$ cat src/assert_macros.svh
// Assertion macros used by the top-level RTL file
`ifndef ASSERT_MACROS_SVH
`define ASSERT_MACROS_SVH
`ifndef SYNTH
`define CHK_IMP(lbl, clk, rst, a, c) \
  lbl: assert property (@(posedge clk) disable iff (rst) (a) |-> (c)) else $error("check failed");
`define CHK_NEXT(lbl, clk, rst, a, c) \
  lbl: assert property (@(posedge clk) disable iff (rst) (a) |=> (c)) else $error("check failed");
`else
`define CHK_IMP(lbl, clk, rst, a, c)
`define CHK_NEXT(lbl, clk, rst, a, c)
`endif
`endif

$ cat src/sfcr_pkg.sv
// Package: constants and types for the symbol histogram and ranker
package sfcr_pkg;
  localparam int ALPHABET_SIZE = 256;
  localparam int COUNT_BITS = 16;
  localparam int SYM_BITS = 8;
  localparam int DIST_BITS = 9;
  localparam logic [COUNT_BITS-1:0] CNT_MAX = '1;

  typedef enum logic [1:0] {
    CMD_COUNT = 2'd0,
    CMD_QUERY = 2'd1,
    CMD_CLEAR = 2'd2,
    CMD_NONE  = 2'd3
  } cmd_t;

  typedef enum logic [3:0] {
    ST_IDLE, ST_CLR, ST_INC_RD, ST_INC_WR, ST_S_RD, ST_S_CHK, ST_T_RD, ST_T_CMP,
    ST_S_WR, ST_Q_RD, ST_Q_HRD, ST_Q_OUT
  } state_t;
endpackage

$ cat src/sfcr_order.sv
// Sorted order memory: symbols indexed by rank
module sfcr_order (
  input  logic clk,
  input  logic we,
  input  logic [sfcr_pkg::SYM_BITS-1:0] waddr,
  input  logic [sfcr_pkg::SYM_BITS-1:0] wdata,
  input  logic [sfcr_pkg::SYM_BITS-1:0] raddr,
  output logic [sfcr_pkg::SYM_BITS-1:0] rdata
);
  import sfcr_pkg::*;
  logic [SYM_BITS-1:0] mem [ALPHABET_SIZE];
  always_ff @(posedge clk) begin
    if (we) mem[waddr] <= wdata;
    rdata <= mem[raddr];
  end
endmodule

$ cat config.mk
export PLATFORM = sky130hd
export DESIGN_NAME = sfcr_order
export DESIGN_NICKNAME = d
export VERILOG_FILES = /design/src/assert_macros.svh /design/src/sfcr_pkg.sv /design/src/sfcr_order.sv
export SDC_FILE = /design/constraint.sdc
export NUM_CORES = 2
export LEC_CHECK = 0
export BUFFER_PORTS_ARGS = -buffer_cell sky130_fd_sc_hd__clkbuf_2
export CAP_MARGIN = 20
export CORE_AREA = 3 3 388 390
export DETAILED_ROUTE_END_ITERATION = 8
export DIE_AREA = 0 0 391 393
export PLACE_DENSITY_LB_ADDON = 0.3
export SKIP_LAST_GASP = 1
export SYNTH_ARGS = -nofsm -noshare
export SYNTH_HDL_FRONTEND = slang
export SYNTH_SLANG_ARGS = --single-unit
$ cat constraint.sdc
create_clock -name clk -period 2.5 [get_ports clk]
set_input_delay 0.125 -clock clk [delete_from_list [all_inputs] [get_ports clk]]
set_output_delay 0.125 -clock clk [all_outputs]
set_load 0.02 [all_outputs]
==> metrics.txt <==
# TYPE chip_impl_metric gauge
chip_impl_info{name="run_status",value="complete, no violations"} 1
chip_impl_metric{name="ys_warn_count",unit=""} 0
chip_impl_metric{name="finClkSkew",unit="ps"} 34.4
chip_impl_metric{name="pin_count_of_the_biggest_net_entering_global_routing",unit=""} 101
chip_impl_metric{name="placed_cells_incl_taps",unit=""} 6098
chip_impl_metric{name="routed_wl",unit="um"} 196000
chip_impl_metric{name="synth-seq-area-share",unit=""} 0.775
chip_impl_metric{name="max-slew-margin-rel",unit=""} 0.457
chip_impl_metric{name="layout_worst_path_cycle_share",unit=""} 0.968
chip_impl_metric{name="cts_sinks",unit=""} 2056
chip_impl_metric{name="max_cap_viols",unit=""} 0
chip_impl_metric{name="placement_rows",unit=""} 141
chip_impl_metric{name="max_frequency",unit="GHz"} 0.413
chip_impl_metric{name="cts_buffers",unit=""} 196
chip_impl_metric{name="critical_path_arrival",unit="ps"} 3130
chip_impl_metric{name="cts_max_path_buffers",unit=""} 3
chip_impl_metric{name="dp_area",unit="sq mm"} 0.0866
chip_impl_metric{name="die-width",unit="um"} 391
chip_impl_metric{name="ys_seq_elements",unit=""} 2056
chip_impl_info{name="synth-main-ff-cell",value="edfxtp_1"} 1
chip_impl_metric{name="port-buffer-count",unit=""} 33
chip_impl_metric{name="placement.setup.worst_slack",unit="ps"} -571
chip_impl_metric{name="syn_to_final_growth",unit="%"} 17.0
chip_impl_metric{name="postCtsSetupRepairBufs",unit=""} 0
chip_impl_metric{name="num-fill-cells",unit=""} 9807
chip_impl_info{name="cts_tree",value="done"} 1
chip_impl_info{name="dominant_cells_by_area_after_synthesis",value="edfxtp_1, mux4_2, mux2i_1"} 1
chip_impl_metric{name="drt_first_pass_iters",unit=""} 6
chip_impl_metric{name="timing.critical_path.required",unit="ps"} 3210
chip_impl_metric{name="track_usage",unit=""} 0.260
chip_impl_metric{name="net_count_after_synthesis",unit=""} 3759
chip_impl_metric{name="worstSkewPairLatency",unit="ps"} 820
chip_impl_metric{name="detail_route.wl_per_cell",unit="um"} 30.3
chip_impl_metric{name="drtAntennaViolNets",unit=""} 0
chip_impl_metric{name="total_number_of_vias",unit=""} 41328
chip_impl_metric{name="slowest_delay",unit="ps"} 510
chip_impl_metric{name="reported_leakage_power",unit="nW"} 30.2
chip_impl_metric{name="syn-instance-count",unit=""} 3733
chip_impl_metric{name="final.setup.worst_slack",unit="ps"} 81.0
chip_impl_metric{name="layout.cell_area.non_filler",unit="sq mm"} 0.0931
chip_impl_info{name="synth_common_cells",value="edfxtp_1, mux4_2, nor2_1"} 1
chip_impl_info{name="synthMostInstantiatedCell",value="edfxtp_1"} 1
chip_impl_metric{name="fp.coreArea",unit="sq mm"} 0.147
chip_impl_info{name="netlist.top_cell.by_area",value="edfxtp_1"} 1
chip_impl_metric{name="gp_routability_congestion",unit=""} 0.860
chip_impl_metric{name="total_count_of_max_transition_violations_in_the_final_report",unit=""} 0
chip_impl_metric{name="first_pass_grt_wire_length",unit="um"} 287000
chip_impl_metric{name="grt_antenna_before_repair",unit=""} 4
chip_impl_metric{name="design.portCount",unit=""} 34
chip_impl_metric{name="synth-async-reset-ratio",unit=""} 0
chip_impl_metric{name="dr.first_iter.drc_count",unit=""} 5597
chip_impl_info{name="endpoint_kind",value="flip-flop"} 1
chip_impl_metric{name="clock_transition_at_the_registers_of_the_reported_paths",unit="ps"} 60
chip_impl_metric{name="worst_ir_drop_vdd",unit="mV"} 0.670
chip_impl_metric{name="worst_pin_slew",unit="ps"} 814
chip_impl_info{name="unrepaired_setup_endpoints_after_global_routing",value="false"} 1
chip_impl_info{name="hold_class",value="input pin to flip-flop"} 1
chip_impl_metric{name="placed_wire_length_estimate_after_detailed_placement",unit="um"} 125000
chip_impl_metric{name="synth_edf_count",unit=""} 2048
chip_impl_info{name="crit_path_cell_trace",value="mux4_2 -> mux4_2 -> nor2b_1 -> nor4_1 -> buf_4 -> nor4_1"} 1
chip_impl_info{name="start_kind",value="flip-flop"} 1
chip_impl_metric{name="timing.critical_path.fanout_max",unit=""} 1
chip_impl_info{name="worst_path_max_delay_cell",value="nor4_1"} 1
chip_impl_metric{name="floorplan.initialDensity",unit=""} 0.539
chip_impl_metric{name="final-hold-violation-count",unit=""} 0
chip_impl_metric{name="vias_per_cell",unit=""} 6.39
chip_impl_info{name="critPathKind",value="flip-flop to flip-flop"} 1
chip_impl_metric{name="floorplan.die.height",unit="um"} 393
chip_impl_metric{name="final_layout_size_suffix_gt1_frac",unit=""} 0.313
chip_impl_metric{name="total_negative_setup_slack",unit="ps"} 0
chip_impl_metric{name="mappedNetlistArea",unit="sq mm"} 0.0796
chip_impl_metric{name="min_period",unit="ps"} 2420
chip_impl_metric{name="first_global_vias",unit=""} 41288
chip_impl_info{name="cts.root.buffer_cell",value="clkbuf_16"} 1
chip_impl_metric{name="netlist.area_leader.share",unit=""} 0.773
chip_impl_metric{name="finalSetupViolations",unit=""} 0
chip_impl_metric{name="powerDensity",unit="mW/mm^2"} 766
chip_impl_metric{name="grt_overflow_total",unit=""} 0
chip_impl_metric{name="cts_htree_levels",unit=""} 4
chip_impl_metric{name="post-route-drc-count",unit=""} 0
chip_impl_metric{name="synth_area_per_cell",unit="sq um"} 21.3
chip_impl_metric{name="design.final.nets",unit=""} 4405
chip_impl_metric{name="fp.dieArea",unit="sq mm"} 0.154
chip_impl_metric{name="synth_cell_types",unit=""} 55
chip_impl_metric{name="fin_cells",unit=""} 6472
per-stage QoR:
stage,total power [mW],utilization,hold slack (ps)
2_1_floorplan,40.6,-,224
3_3_place_gp,42.6,0.587,593
3_5_place_dp,42.7,0.587,597
4_1_cts,71.7,0.631,37.0
5_1_grt,73.2,0.631,103
6_report,71.3,0.631,152
report_power, final:
| part | internal, mW | leakage (nW) | switching (mW) |
|---|---|---|---|
| clock network | 16.6 | 3.09 | 12.6 |
| registers | 38.0 | 18.5 | 0.0786 |
| logic | 1.58 | 8.60 | 2.35 |
| total | 56.2 | 30.2 | 15.1 |
area by class of cell:
cell class                      instances  area, sq um  area share
Tap cell                             1930         2410      0.0259
Clock buffer                          238         5100      0.0548
Multi-Input combinational cell       1442        16500       0.178
Sequential cell                      2056        61700       0.662
Antenna cell                            2         5.00   0.0000538
Timing Repair Buffer                  681         6150      0.0661
Inverter                                2         7.51   0.0000806
Clock inverter                        121         1230      0.0132
state kept, by name, indices dropped and copies added (netlist names):
name,count
rdata,8
mem,2048
kinds of logic after synthesis:
kind of cell,Yosys count,synth area share
AOI/OAI and AO/OA,385,0.0342
buffers and inverters,235,0.0183
DFF,2056,0.775
muxes,591,0.146
and+or+nand+nor,466,0.0263
worst max-delay path: cells and delay by family, from the launching register on:
kind	cells	cell delay [ps]
AND/OR/NAND/NOR	3	760
buffers and inverters	1	220
flip-flops	1	360
multiplexers	2	970
path summary, 6_finish.rpt:
check	start	slack [ps]	end	cells after the start
hold reg to reg	mem[33][5]$_DFFE_PP_	1110	rdata[5]$_DFF_P_	7
setup / recovery	mem[82][4]$_DFFE_PP_	80	rdata[4]$_DFF_P_	6
setup reg to reg	mem[82][4]$_DFFE_PP_	80	rdata[4]$_DFF_P_	6
hold / removal	waddr[0]	150	mem[147][6]$_DFFE_PP_	3
layer usage:
layer,GRT usage,vias to the layer above,share of wire
met3,0.0572,353,0.10
met4,0.0801,4,0.029
met2,0.406,2248,0.48
met5,0,-,0.00013
li1,-,16982,-
met1,0.373,21741,0.39
layout by cell type (no fill, tap or decap), drive strengths merged, types with 34 or more instances in the layout:
cell type	netlist	layout
o221ai	47	47
clkbuf	111	262
buf	122	644
mux2i	134	134
a21oi	96	96
clkinv	1	88
mux4	456	456
nand3	34	34
edfxtp	2048	2048
nor2	282	282
a22oi	133	133
timing repair:
action / in CTS / in global routing
endpoints found under the hold margin: 667 / 0
gates resized for setup: 4 / 1
hold buffers: 13 / 0
endpoints found under the setup margin: 3 / 1
Power figures use the tool's default switching activity.
